**config.mk**
```make
export PLATFORM = sky130hd
export DESIGN_NAME = midi_learn_mapping_table_unit
export DESIGN_NICKNAME = d
export VERILOG_FILES = /design/src/mlmt_pkg.sv /design/src/mlmt_cell.sv /design/src/midi_learn_mapping_table_unit.sv
export SDC_FILE = /design/constraint.sdc
export NUM_CORES = 1
export LEC_CHECK = 0
export BUFFER_PORTS_ARGS = -buffer_cell sky130_fd_sc_hd__buf_2
export CAP_MARGIN = 20
export CORE_UTILIZATION = 50
export CTS_BUF_LIST = sky130_fd_sc_hd__clkbuf_4
export CTS_CLUSTER_SIZE = 40
export DETAILED_ROUTE_END_ITERATION = 10
export PLACE_DENSITY = 0.65
export SETUP_SLACK_MARGIN = 0.5
export SKIP_LAST_GASP = 1
export SLEW_MARGIN = 20
export SYNTH_ARGS = -nofsm -noshare
export SYNTH_HDL_FRONTEND = slang
export SYNTH_SLANG_ARGS = --single-unit
export TNS_END_PERCENT = 1
```
**constraint.sdc**
```tcl
create_clock -name i_clk -period 9.4 [get_ports i_clk]
set_input_delay 0.47 -clock i_clk [delete_from_list [all_inputs] [get_ports i_clk]]
set_output_delay 0.47 -clock i_clk [all_outputs]
set_load 0.02 [all_outputs]
```
**src/mlmt_pkg.sv**
```systemverilog
package mlmt_pkg;

    localparam int NUM_SLOTS = 16;
    localparam int MASK_W    = 16;
    localparam int SLOT_W    = 4;

    localparam logic [2:0] OP_MIDI      = 3'd0;
    localparam logic [2:0] OP_SET       = 3'd1;
    localparam logic [2:0] OP_CLEAR     = 3'd2;
    localparam logic [2:0] OP_CLEAR_ALL = 3'd3;
    localparam logic [2:0] OP_LEARN     = 3'd4;
    localparam logic [2:0] OP_CANCEL    = 3'd5;

    localparam logic [1:0] TYPE_CC   = 2'd0;
    localparam logic [1:0] TYPE_NOTE = 2'd1;
    localparam logic [1:0] TYPE_PC   = 2'd2;

    localparam logic [3:0] KIND_NOTE_ON = 4'h9;
    localparam logic [3:0] KIND_CC      = 4'hB;
    localparam logic [3:0] KIND_PC      = 4'hC;

    localparam logic [4:0] CHAN_MAX  = 5'd16;
    localparam logic [6:0] VALUE_MAX = 7'd127;

    typedef struct packed {
        logic [4:0] channel;
        logic [6:0] number;
        logic [1:0] mtype;
    } t_entry;

    typedef struct packed {
        logic   wr;
        logic   clr_one;
        logic   clr_all;
        t_entry entry;
    } t_cmd;

    typedef struct packed {
        logic [1:0] mtype;
        logic [6:0] number;
        logic [4:0] channel;
    } t_key;

    typedef struct packed {
        logic              valid;
        logic              found;
        logic              fire;
        logic [SLOT_W-1:0] slot;
    } t_tok;

endpackage

```
**src/mlmt_cell.sv**
```systemverilog
module mlmt_cell (
    input  logic                        i_clk,
    input  logic                        i_rst_n,
    input  mlmt_pkg::t_cmd              i_cmd,
    input  logic                        i_sel,
    input  logic                        i_present,
    input  logic [mlmt_pkg::SLOT_W-1:0] i_slot,
    input  mlmt_pkg::t_key              i_key,
    input  mlmt_pkg::t_tok              i_tok,
    output mlmt_pkg::t_tok              o_tok
);

    logic            r_valid;
    mlmt_pkg::t_entry r_entry;
    mlmt_pkg::t_tok   r_tok;
    logic            w_match;

    // One table entry; valid is cleared by reset, the fields only matter once written.
    always_ff @(posedge i_clk) begin
        if (!i_rst_n) begin
            r_valid <= 1'b0;
        end else if (i_cmd.clr_all) begin
            r_valid <= 1'b0;
        end else if (i_cmd.wr && i_sel) begin
            r_valid <= 1'b1;
        end else if (i_cmd.clr_one && i_sel) begin
            r_valid <= 1'b0;
        end
    end

    always_ff @(posedge i_clk) begin
        if (i_cmd.wr && i_sel && !i_cmd.clr_all) begin
            r_entry <= i_cmd.entry;
        end
    end

    assign w_match = r_valid && (r_entry.mtype == i_key.mtype)
                     && (r_entry.number == i_key.number)
                     && ((r_entry.channel == 5'd0) || (r_entry.channel == i_key.channel));

    // The search token moves one cell per cycle; the first match claims it.
    always_ff @(posedge i_clk) begin
        if (!i_rst_n) begin
            r_tok.valid <= 1'b0;
        end else begin
            r_tok.valid <= i_tok.valid;
        end
        if (!i_tok.found && w_match) begin
            r_tok.found <= 1'b1;
            r_tok.fire  <= i_present;
            r_tok.slot  <= i_slot;
        end else begin
            r_tok.found <= i_tok.found;
            r_tok.fire  <= i_tok.fire;
            r_tok.slot  <= i_tok.slot;
        end
    end

    assign o_tok = r_tok;

endmodule

```
**src/midi_learn_mapping_table_unit.sv**
```systemverilog
// One item at a time: a new item is accepted only once the last one has handed off its
// result. A recognized MIDI message item is scanned by the search token walking one cell
// per cycle; every other item goes straight from execute to done. A result still waiting
// in the output register holds the block.
// Reset (synchronous, active low) invalidates every mapping, drops any pending learn
// request, clears the slot mask and empties the output register.
module midi_learn_mapping_table_unit (
    input  logic        i_clk,
    input  logic        i_rst_n,
    // Item input channel.
    input  logic        i_valid,
    output logic        o_ready,
    input  logic [2:0]  i_opcode,
    input  logic [7:0]  i_status_byte,
    input  logic [6:0]  i_data_one,
    input  logic [6:0]  i_data_two,
    input  logic [3:0]  i_param_slot,
    input  logic [4:0]  i_map_channel,
    input  logic [6:0]  i_map_number,
    input  logic [1:0]  i_map_type,
    // Result channel.
    output logic        o_valid,
    input  logic        i_ready,
    output logic        o_fire,
    output logic [3:0]  o_fire_slot,
    output logic [6:0]  o_fire_value,
    output logic        o_changed,
    output logic        o_learning,
    output logic [3:0]  o_learn_target,
    // Configuration write channel for the slot mask.
    input  logic        i_cfg_valid,
    output logic        o_cfg_ready,
    input  logic [15:0] i_cfg_slot_present_mask
);

    localparam int N = mlmt_pkg::NUM_SLOTS;

    typedef enum logic [1:0] {
        S_IDLE,
        S_EXEC,
        S_SCAN,
        S_DONE
    } t_state;

    t_state r_state;

    // Captured input item.
    logic [2:0] r_opcode;
    logic [7:0] r_status;
    logic [6:0] r_d1;
    logic [6:0] r_d2;
    logic [3:0] r_slot;
    logic [4:0] r_mch;
    logic [6:0] r_mnum;
    logic [1:0] r_mtype;

    logic [mlmt_pkg::MASK_W-1:0] r_mask;
    logic                        r_learn_pending;
    logic [3:0]                  r_learn_slot;
    logic                        r_launch;

    // Result being assembled.
    logic       r_res_fire;
    logic [3:0] r_res_slot;
    logic [6:0] r_res_value;
    logic       r_res_changed;

    // Output register.
    logic       r_out_valid;
    logic       r_out_fire;
    logic [3:0] r_out_slot;
    logic [6:0] r_out_value;
    logic       r_out_changed;
    logic       r_out_learning;
    logic [3:0] r_out_target;

    // Message classification of the captured item.
    logic           w_is_cc;
    logic           w_is_note;
    logic           w_is_pc;
    logic           w_msg_ok;
    logic [6:0]     w_msg_value;
    mlmt_pkg::t_key w_key;
    mlmt_pkg::t_cmd w_cmd;
    logic [3:0]     w_cmd_slot;
    logic           w_changed;
    logic           w_capture;
    logic           w_set_ok;
    logic           n_learn_pending;
    logic [3:0]     n_learn_slot;

    mlmt_pkg::t_tok w_tok [N+1];
    logic [N-1:0]   w_tok_valid;
    logic [N-1:0]   w_sel;
    logic [N-1:0]   w_present;

    assign o_ready     = (r_state == S_IDLE);
    assign o_cfg_ready = 1'b1;

    always_ff @(posedge i_clk) begin
        if (!i_rst_n) begin
            r_mask <= '0;
        end else if (i_cfg_valid) begin
            r_mask <= i_cfg_slot_present_mask;
        end
    end

    function automatic logic slot_registered(input logic [3:0] slot,
                                             input logic [mlmt_pkg::MASK_W-1:0] mask);
        return (int'(slot) < mlmt_pkg::NUM_SLOTS) && mask[slot];
    endfunction

    // Classify the message: control change, note on with nonzero velocity, program change.
    always_comb begin
        w_is_cc     = (r_status[7:4] == mlmt_pkg::KIND_CC);
        w_is_note   = (r_status[7:4] == mlmt_pkg::KIND_NOTE_ON) && (r_d2 != 7'd0);
        w_is_pc     = (r_status[7:4] == mlmt_pkg::KIND_PC);
        w_msg_ok    = w_is_cc || w_is_note || w_is_pc;
        w_msg_value = w_is_pc ? mlmt_pkg::VALUE_MAX : r_d2;
        w_key.number  = r_d1;
        w_key.channel = {1'b0, r_status[3:0]} + 5'd1;
        if (w_is_cc) begin
            w_key.mtype = mlmt_pkg::TYPE_CC;
        end else if (w_is_note) begin
            w_key.mtype = mlmt_pkg::TYPE_NOTE;
        end else begin
            w_key.mtype = mlmt_pkg::TYPE_PC;
        end
    end

    // Table commands are issued only in the execute cycle; the cells apply them at its end.
    always_comb begin
        w_cmd           = '0;
        w_cmd_slot      = r_slot;
        w_changed       = 1'b0;
        n_learn_pending = r_learn_pending;
        n_learn_slot    = r_learn_slot;
        w_capture       = r_learn_pending && slot_registered(r_learn_slot, r_mask);
        w_set_ok        = (r_mtype <= mlmt_pkg::TYPE_PC) && slot_registered(r_slot, r_mask);
        if (r_state == S_EXEC) begin
            case (r_opcode)
                mlmt_pkg::OP_MIDI: begin
                    if (w_msg_ok && w_capture) begin
                        // Learn capture: the incoming message becomes the target's mapping.
                        w_cmd.wr            = 1'b1;
                        w_cmd.entry.channel = w_key.channel;
                        w_cmd.entry.number  = r_d1;
                        w_cmd.entry.mtype   = w_key.mtype;
                        w_cmd_slot          = r_learn_slot;
                        w_changed           = 1'b1;
                        n_learn_pending     = 1'b0;
                    end
                end
                mlmt_pkg::OP_SET: begin
                    if (w_set_ok) begin
                        w_cmd.wr            = 1'b1;
                        w_cmd.entry.channel = (r_mch > mlmt_pkg::CHAN_MAX) ?
                                              mlmt_pkg::CHAN_MAX : r_mch;
                        w_cmd.entry.number  = r_mnum;
                        w_cmd.entry.mtype   = r_mtype;
                        w_changed           = 1'b1;
                    end
                end
                mlmt_pkg::OP_CLEAR: begin
                    w_cmd.clr_one = 1'b1;
                    w_changed     = 1'b1;
                end
                mlmt_pkg::OP_CLEAR_ALL: begin
                    w_cmd.clr_all = 1'b1;
                    w_changed     = 1'b1;
                end
                mlmt_pkg::OP_LEARN: begin
                    n_learn_pending = 1'b1;
                    n_learn_slot    = r_slot;
                end
                mlmt_pkg::OP_CANCEL: begin
                    n_learn_pending = 1'b0;
                end
                default: begin
                end
            endcase
        end
    end

    // Token injected at the head of the chain in the cycle after execute, so the first cell
    // already holds any mapping that was just learned.
    assign w_tok[0] = '{valid: r_launch, found: 1'b0, fire: 1'b0, slot: '0};

    genvar gi;
    generate
        for (gi = 0; gi < N; gi++) begin : g_cell
            if (gi < mlmt_pkg::MASK_W) begin : g_real
                assign w_sel[gi]     = (w_cmd_slot == mlmt_pkg::SLOT_W'(gi));
                assign w_present[gi] = r_mask[gi];
            end else begin : g_beyond
                assign w_sel[gi]     = 1'b0;
                assign w_present[gi] = 1'b0;
            end
            assign w_tok_valid[gi] = w_tok[gi+1].valid;
            mlmt_cell u_cell (
                .i_clk     (i_clk),
                .i_rst_n   (i_rst_n),
                .i_cmd     (w_cmd),
                .i_sel     (w_sel[gi]),
                .i_present (w_present[gi]),
                .i_slot    (mlmt_pkg::SLOT_W'(gi)),
                .i_key     (w_key),
                .i_tok     (w_tok[gi]),
                .o_tok     (w_tok[gi+1])
            );
        end
    endgenerate

    // Sequencer: capture, execute, scan the chain for messages, then hand off the result.
    // The output register loads in the done state once it is empty or being emptied.
    always_ff @(posedge i_clk) begin
        if (!i_rst_n) begin
            r_state         <= S_IDLE;
            r_learn_pending <= 1'b0;
            r_learn_slot    <= '0;
            r_launch        <= 1'b0;
            r_out_valid     <= 1'b0;
        end else begin
            r_launch <= (r_state == S_EXEC) && (r_opcode == mlmt_pkg::OP_MIDI) && w_msg_ok;
            if ((r_state == S_DONE) && (!r_out_valid || i_ready)) begin
                r_out_valid <= 1'b1;
            end else if (r_out_valid && i_ready) begin
                r_out_valid <= 1'b0;
            end
            case (r_state)
                S_IDLE: begin
                    if (i_valid) begin
                        r_state <= S_EXEC;
                    end
                end
                S_EXEC: begin
                    r_learn_pending <= n_learn_pending;
                    r_learn_slot    <= n_learn_slot;
                    if ((r_opcode == mlmt_pkg::OP_MIDI) && w_msg_ok) begin
                        r_state <= S_SCAN;
                    end else begin
                        r_state <= S_DONE;
                    end
                end
                S_SCAN: begin
                    if (w_tok[N].valid) begin
                        r_state <= S_DONE;
                    end
                end
                S_DONE: begin
                    if (!r_out_valid || i_ready) begin
                        r_out_fire     <= r_res_fire;
                        r_out_slot     <= r_res_slot;
                        r_out_value    <= r_res_fire ? r_res_value : 7'd0;
                        r_out_changed  <= r_res_changed;
                        r_out_learning <= r_learn_pending;
                        r_out_target   <= r_learn_slot;
                        r_state        <= S_IDLE;
                    end
                end
                default: begin
                    r_state <= S_IDLE;
                end
            endcase
        end
    end

    // Payload registers.
    always_ff @(posedge i_clk) begin
        if (r_state == S_IDLE && i_valid) begin
            r_opcode <= i_opcode;
            r_status <= i_status_byte;
            r_d1     <= i_data_one;
            r_d2     <= i_data_two;
            r_slot   <= i_param_slot;
            r_mch    <= i_map_channel;
            r_mnum   <= i_map_number;
            r_mtype  <= i_map_type;
        end
        if (r_state == S_EXEC) begin
            r_res_fire    <= 1'b0;
            r_res_slot    <= '0;
            r_res_value   <= w_msg_value;
            r_res_changed <= w_changed;
        end
        if (r_state == S_SCAN && w_tok[N].valid) begin
            r_res_fire <= w_tok[N].fire;
            r_res_slot <= w_tok[N].fire ? w_tok[N].slot : 4'd0;
        end
    end

    assign o_valid        = r_out_valid;
    assign o_fire         = r_out_fire;
    assign o_fire_slot    = r_out_slot;
    assign o_fire_value   = r_out_value;
    assign o_changed      = r_out_changed;
    assign o_learning     = r_out_learning;
    assign o_learn_target = r_out_target;

    // The scan token leaves the tail of the chain only while the sequencer waits for it.
    a_tail_in_scan: assert property (@(posedge i_clk) disable iff (!i_rst_n)
        w_tok[N].valid |-> (r_state == S_SCAN))
        else $error("scan token left the chain outside the scan state");

    // A token is injected only right after the execute cycle.
    a_launch_after_exec: assert property (@(posedge i_clk) disable iff (!i_rst_n)
        r_launch |-> ($past(r_state) == S_EXEC))
        else $error("scan token injected without an execute cycle");

    // At most one token travels the chain at a time.
    a_single_token: assert property (@(posedge i_clk) disable iff (!i_rst_n)
        $onehot0(w_tok_valid))
        else $error("more than one scan token in the chain");

endmodule

```
# Yosys cells after proc, flatten, opt, wreduce, memory -nomap -nowiden

Cells that the tools add are included.

Bits in registers: 450

Add/subtract/negate cells: 1
Order comparisons: 4
Equal/unequal tests: 78
Multiplexer cells: 82
Bitwise operators: 1
Reductions and logical operators: 203

Operator list:

| cell                                                                  | count |
|---|---|
| 1-bit logical AND                                                     | 122 |
| 7-bit == test                                                         | 16 |
| 5-bit == test                                                         | 16 |
| 5-bit logical NOT                                                     | 16 |
| 5-bit 2-to-1 mux                                                      | 16 |
| 4-bit == test (second input constant)                                 | 11 |
| 1-bit 2-to-1 mux                                                      | 44 |
| 2-bit nonzero test                                                    | 18 |
| 2-bit == test                                                         | 16 |
| 14-bit 2-to-1 mux                                                     | 2 |
| 14-bit one-hot mux with 2 select lines                                | 1 |
| 4-bit 2-to-1 mux                                                      | 6 |
| 1-bit logical OR                                                      | 19 |
| 1-bit logical NOT                                                     | 17 |
| 17-bit 2-to-1 mux                                                     | 1 |
| 4-bit by 3-bit == test with 1-bit output (second input constant)      | 4 |
| 4-bit by 5-bit < comparator with 1-bit output (second input constant) | 2 |
| 2-bit 2-to-1 mux                                                      | 5 |
| 3-bit AND reduction                                                   | 3 |
| 1-bit binary-select mux with 4-bit select                             | 2 |
| 4-bit by 2-bit == test with 1-bit output (second input constant)      | 2 |
| 2-bit one-hot mux with 4 select lines                                 | 1 |
| 7-bit nonzero test                                                    | 1 |
| 3-bit by 2-bit == test with 1-bit output (second input constant)      | 2 |
| 20 further kinds                                                      | 26 |

# Longest topological paths before layout

Word-level depth: 12
Depth in mapped cells: 10

# By module

From an unflattened synthesis, not the netlist that was laid out.

Cells, all modules: 1,247
Area total of the unflattened synthesis: 18,231.2 sq um

By module, submodules not included:

| module                        | instances | cells an instance | area an instance (sq um) |
|---|---|---|---|
| mlmt_cell                     | 16        | 57                | 858.3 |
| midi_learn_mapping_table_unit | 1         | 335               | 4,498.1 |

# Least setup slack after synthesis

Ideal clock, no wire load.

Kind: reg-to-reg
From: register r_state[1]
To: register g_cell[12].u_cell.r_entry[0] (netlist name) (enable)
Library setup time: 0.404 ns
Arrival: 3.038 ns
Required time: 8.996 ns
Path slack: 5.958 ns
Cell stages (with the launch flop): 8
Path buffers: 0
Clock period less this slack: 3.442 ns
Cell sequence: dfxtp_1 -> inv_1 -> ha_1 -> nand2b_1 -> or2_2 -> a2111oi_4 -> nand3_1 -> o21ai_0

Word-level cells in the longest chain between the ends: 5

RTL lines:

| element                                      | RTL line                             | text |
|---|---|---|
| start, declared                              | midi_learn_mapping_table_unit.sv:45  | `t_state r_state;` |
| start signal, assigned                       | midi_learn_mapping_table_unit.sv:218 | `r_state <= S_IDLE;` |
| start signal, assigned                       | midi_learn_mapping_table_unit.sv:233 | `r_state <= S_EXEC;` |
| start signal, assigned                       | midi_learn_mapping_table_unit.sv:240 | `r_state <= S_SCAN;` |
| 2-bit by 1-bit == test with 1-bit output (*) | midi_learn_mapping_table_unit.sv:140 | `if (r_state == S_EXEC) begin` |
| 4-bit 2-to-1 mux                             | midi_learn_mapping_table_unit.sv:140 |  |
| 4-bit == test                                | midi_learn_mapping_table_unit.sv:193 | `assign w_sel[gi] = (w_cmd_slot == mlmt_pkg::SLOT_W'(gi));` |
| 1-bit logical AND                            | mlmt_cell.sv:32                      | `if (i_cmd.wr && i_sel && !i_cmd.clr_all) begin` |
| 1-bit logical AND (*)                        | mlmt_cell.sv:32                      |  |
| end signal, assigned                         | mlmt_cell.sv:33                      | `r_entry <= i_cmd.entry;` |
| end, declared                                | mlmt_cell.sv:14                      | `mlmt_pkg::t_entry r_entry;` |

Every way passes the cells marked *; elsewhere a longest branch is shown, timed or not.
A chain may end at the register's enable or synchronous reset.

# Worst setup path in the final report

From: register r_learn_slot[2]
To: register g_cell[7].u_cell.r_entry[4] (netlist name) (enable)

Word-level cells in the longest chain between the ends: 10

RTL lines:

| element                                   | RTL line                             | text |
|---|---|---|
| start, declared                           | midi_learn_mapping_table_unit.sv:59  | `logic [3:0] r_learn_slot;` |
| start signal, assigned                    | midi_learn_mapping_table_unit.sv:238 | `r_learn_slot <= n_learn_slot;` |
| 1-bit binary-select mux with 4-bit select | midi_learn_mapping_table_unit.sv:110 | `return (int'(slot) < mlmt_pkg::NUM_SLOTS) && mask[slot];` |
| 1-bit 2-to-1 mux (implied by the code)    | midi_learn_mapping_table_unit.sv:110 |  |
| 1-bit logical AND                         | midi_learn_mapping_table_unit.sv:138 | `w_capture = r_learn_pending && slot_registered(r_learn_slot, r_mask);` |
| 1-bit logical AND                         | midi_learn_mapping_table_unit.sv:143 | `if (w_msg_ok && w_capture) begin` |
| 4-bit 2-to-1 mux                          | midi_learn_mapping_table_unit.sv:143 |  |
| 4-bit 2-to-1 mux                          | midi_learn_mapping_table_unit.sv:141 | `case (r_opcode)` |
| 4-bit 2-to-1 mux                          | midi_learn_mapping_table_unit.sv:140 |  |
| 4-bit by 3-bit == test with 1-bit output  | midi_learn_mapping_table_unit.sv:193 |  |
| 1-bit logical AND (*) (2 in a row)        | mlmt_cell.sv:32                      |  |
| end signal, assigned                      | mlmt_cell.sv:33                      |  |
| end, declared                             | mlmt_cell.sv:14                      |  |

Every way passes the cells marked *; elsewhere a longest branch is shown, timed or not. The select of a mux whose other input is x is not followed.

==> impl_metrics.tcl <==
set metrics [dict create \
    syn_nets 1318 \
    path_clk_slew_ns 0.07 \
    numPortBuffers 83 \
    regToRegSetupSlack_ns 5.61 \
    routed_wl_um 42600 \
    grt_pass1_wl_um 63600 \
    tritoncts "done" \
    dr.pass1.iters 5 \
    fin_crit_ns 3.79 \
    placed_cells 1761 \
    drt_iter0_drc 851 \
    grt_max_degree 44 \
    yosysSeqAreaShare 0.662 \
    yosysWarnings 0 \
    die_x_um 190 \
    drive_gt1_frac 0.240 \
    overflow 0 \
    seq_power_share 0.500 \
    grtUsageTotal 0.242 \
    fmax_ghz 0.264 \
    num_vias 10719 \
    slowest_stage "dfxtp_1" \
    worstMarginPinSlew_ns 1.10 \
    path_cells "mux2i_1 -> a211oi_2 -> nand3_1 -> a2111oi_4 -> buf_4 -> nand3b_1 -> a2bb2o_1" \
    post_synth_mux_area_share 0.0391 \
    postSynthAreaPerCell_um2 14.1 \
    synth_compound_area_frac 0.0420 \
    met1_usage 0.327 \
    use_met3 0.0505 \
    p_sw_uw 1180 \
    numCtsBuffers 107 \
    start_util 0.510 \
    cts_resized 0 \
    syn-cell-area_mm2 0.0176 \
    ys_top_cells_by_area "edfxtp_1, dfxtp_1, xor2_1" \
    maxCapViolCount 0 \
    clock_power_share 0.360 \
    p_comb_frac 0.140 \
    worst-path-buf-inv 1 \
    io_pins 85 \
    crit_path_max_incr_delay_ns 0.94 \
    final_antenna_net_count 0 \
    postLayoutCoreUtil 0.595 \
    htree_num_levels 3 \
    powerDensity_mw_per_mm2 213 \
    dieArea_mm2 0.0361 \
    switching_share 0.269 \
    cts_buffer_depth 3 \
    power_uw 4380 \
    grt_pass1_vias 10693 \
    cp-start-kind "flop" \
    drc 0 \
    irDropWorstVdd_mv 0.112 \
    synth_top_family_by_area "simple AND/OR/NAND/NOR gates" \
    synthSimpleGateAreaFrac 0.120 \
    synth-xor-area-share 0.114 \
    grtUsageMet2 0.386 \
    ys.flop_type "edfxtp_1" \
    cts.sinks 435 \
    synth_edf_count 298 \
    critPathMaxFanout 36 \
    yosys.cell_types.count 63 \
    power.leakage_uw 0.00680 \
    synth_common_cells "edfxtp_1, dfxtp_1, xor2_1" \
    synthMostInstantiatedCell "edfxtp_1" \
    antenna_found_initial 1 \
    clk_latency_ns 0.77 \
    intPower_uw 3210 \
    arrival_ns 4.15 \
    synth_fa_ha_area_frac 0.00354 \
    final_cells 2017 \
    crit_family "compound AO/OA/AOI/OAI gates" \
    area_growth_syn_to_layout_pct 16.8 \
    period_share 0.403 \
    synth-seq-cells 435 \
    synthCells 1249 \
    fp-row-count 68 \
    gp_congestion 0.866 \
    maxSlewViolCount 0 \
    required_ns 9.76 \
    critical_path_class "flop to flop" \
    async_flop_share 0 \
    hold_class "input port to flop" \
    yosys.area.top_type "edfxtp_1" \
    routedWlPerCell_um 21.1 \
    grt.busiest_layer "met2" \
    via_per_inst 5.31 \
    final_net_count 1544 \
    nFillCells 2751 \
    setup_viol 0 \
    coreArea_mm2 0.0346 \
    slew_headroom 0.262 \
    yosysTopAreaCellShare 0.507 \
    hold_viol_final 0 \
    tns_ns 0 \
    hpwlAfterDp_um 25800 \
    endpoint_kind "flop" \
    status "finished clean" \
    clock_skew_ns 0.0404 \
    ctsRootBufferMaster "clkbuf_4" \
    die_h_um 190 \
    rsz0062_at_grt "no" \
]
## kinds of logic (layout without fill, tap and decap cells)
logic type | after synthesis | after routing
compound gates | 102 | 102
buf+inv | 63 | 375
simple gates | 350 | 350
xor+xnor | 226 | 226
flops | 435 | 435
other cells | 1 | 2
mux | 67 | 67
fa+ha+maj | 5 | 5
## power groups by stage
stage	Clock, µW	Combinational, µW	Sequential, µW
6_report	1580	614	2190
5_1_grt	1710	665	2200
4_1_cts	1620	619	2190
3_5_place_dp	0	597	2230
3_3_place_gp	0	584	2230
2_1_floorplan	0	440	2210
## repair_timing
item                                   4_1_cts  5_1_grt
buffers inserted                             0        0
hold buffers                                60        0
endpoints found under the hold margin       60        0
## worst register-to-register path, stage by stage (launching register included)
cell and delay, ns:
dfxtp_1 0.94, mux2i_1 0.20, a211oi_2 0.24, nand3_1 0.16
a2111oi_4 0.36, buf_4 0.47, nand3b_1 0.24, a2bb2o_1 0.78
## sequential cells by signal, summed over array words and instances, names as in the netlist, 8 cells and up
register / flops
g_cell.u_cell.r_valid: 16
g_cell.u_cell.r_entry: 224
r_status: 8
g_cell.u_cell.o_tok: 96
r_mask: 16
## final timing paths
kind / start / to / cells after the start
worst max-delay path: r_learn_slot[2] / g_cell[7].u_cell.r_entry[4] / 7
worst min-delay path: i_rst_n / o_valid / 2
worst max register to register: r_learn_slot[2] / g_cell[7].u_cell.r_entry[4] / 7
worst min register to register: g_cell[8].u_cell.o_tok[3] / g_cell[9].u_cell.o_tok[3] / 1
## area by class of cell
class	count	area, µm²	area share
diodes	1	2.50	0.000121
clock buffers	165	1240	0.0601
clock inverters	30	169	0.00819
inverters	9	33.8	0.00164
multi-input cells	751	5690	0.276
flip-flops and latches	435	11700	0.567
well taps	455	569	0.0276
repair buffers	171	1230	0.0595
## metrics by stage
step                      worst slack [ns]  instance area, µm²  hold slack, ns
after floorplan                       5.96               17600           0.393
after global placement                5.80               18600           0.394
after detailed placement              5.75               18600           0.398
after CTS                             5.70               20600           0.187
after global routing                  5.42               20600           0.209
final                                 5.61               20600           0.264
## placed cells by master (no fill, tap or decap), types with 4 or more instances in the layout
master         synthesis  final
a21oi_1               21     21
a22o_1                12     12
and2_1                30     29
buf_2                 18     83
buf_4                  3     28
clkbuf_4               1    165
clkinv_1               0     22
dfxtp_1              137    137
dlygate4sd3_1          0     60
edfxtp_1             298    298
ha_1                   5      4
inv_1                  9      9
mux2_1                10     10
mux2_2                 6      6
mux2i_1               51     51
nand2_1               27     27
nand2b_1               8      8
nand3_1               11     11
nand4_1               19     19
nor2_1                51     51
nor2b_1               45     45
nor3_1                17     17
nor3b_1               16     16
nor4_1                39     39
nor4_2                10     10
nor4_4                 4      4
o211ai_1              11     11
o21a_1                 4      4
o21ai_1               15     19
or2_2                 52     52
or4_1                 16     16
xnor2_1               95     95
xor2_1               129    129
## routing by layer
metal,part of all wire,vias up
li1,-,5021
met1,0.44,5257
met2,0.47,379
met3,0.060,62
met4,0.022,0
met5,0,-
(Power assumes the default switching activity.)
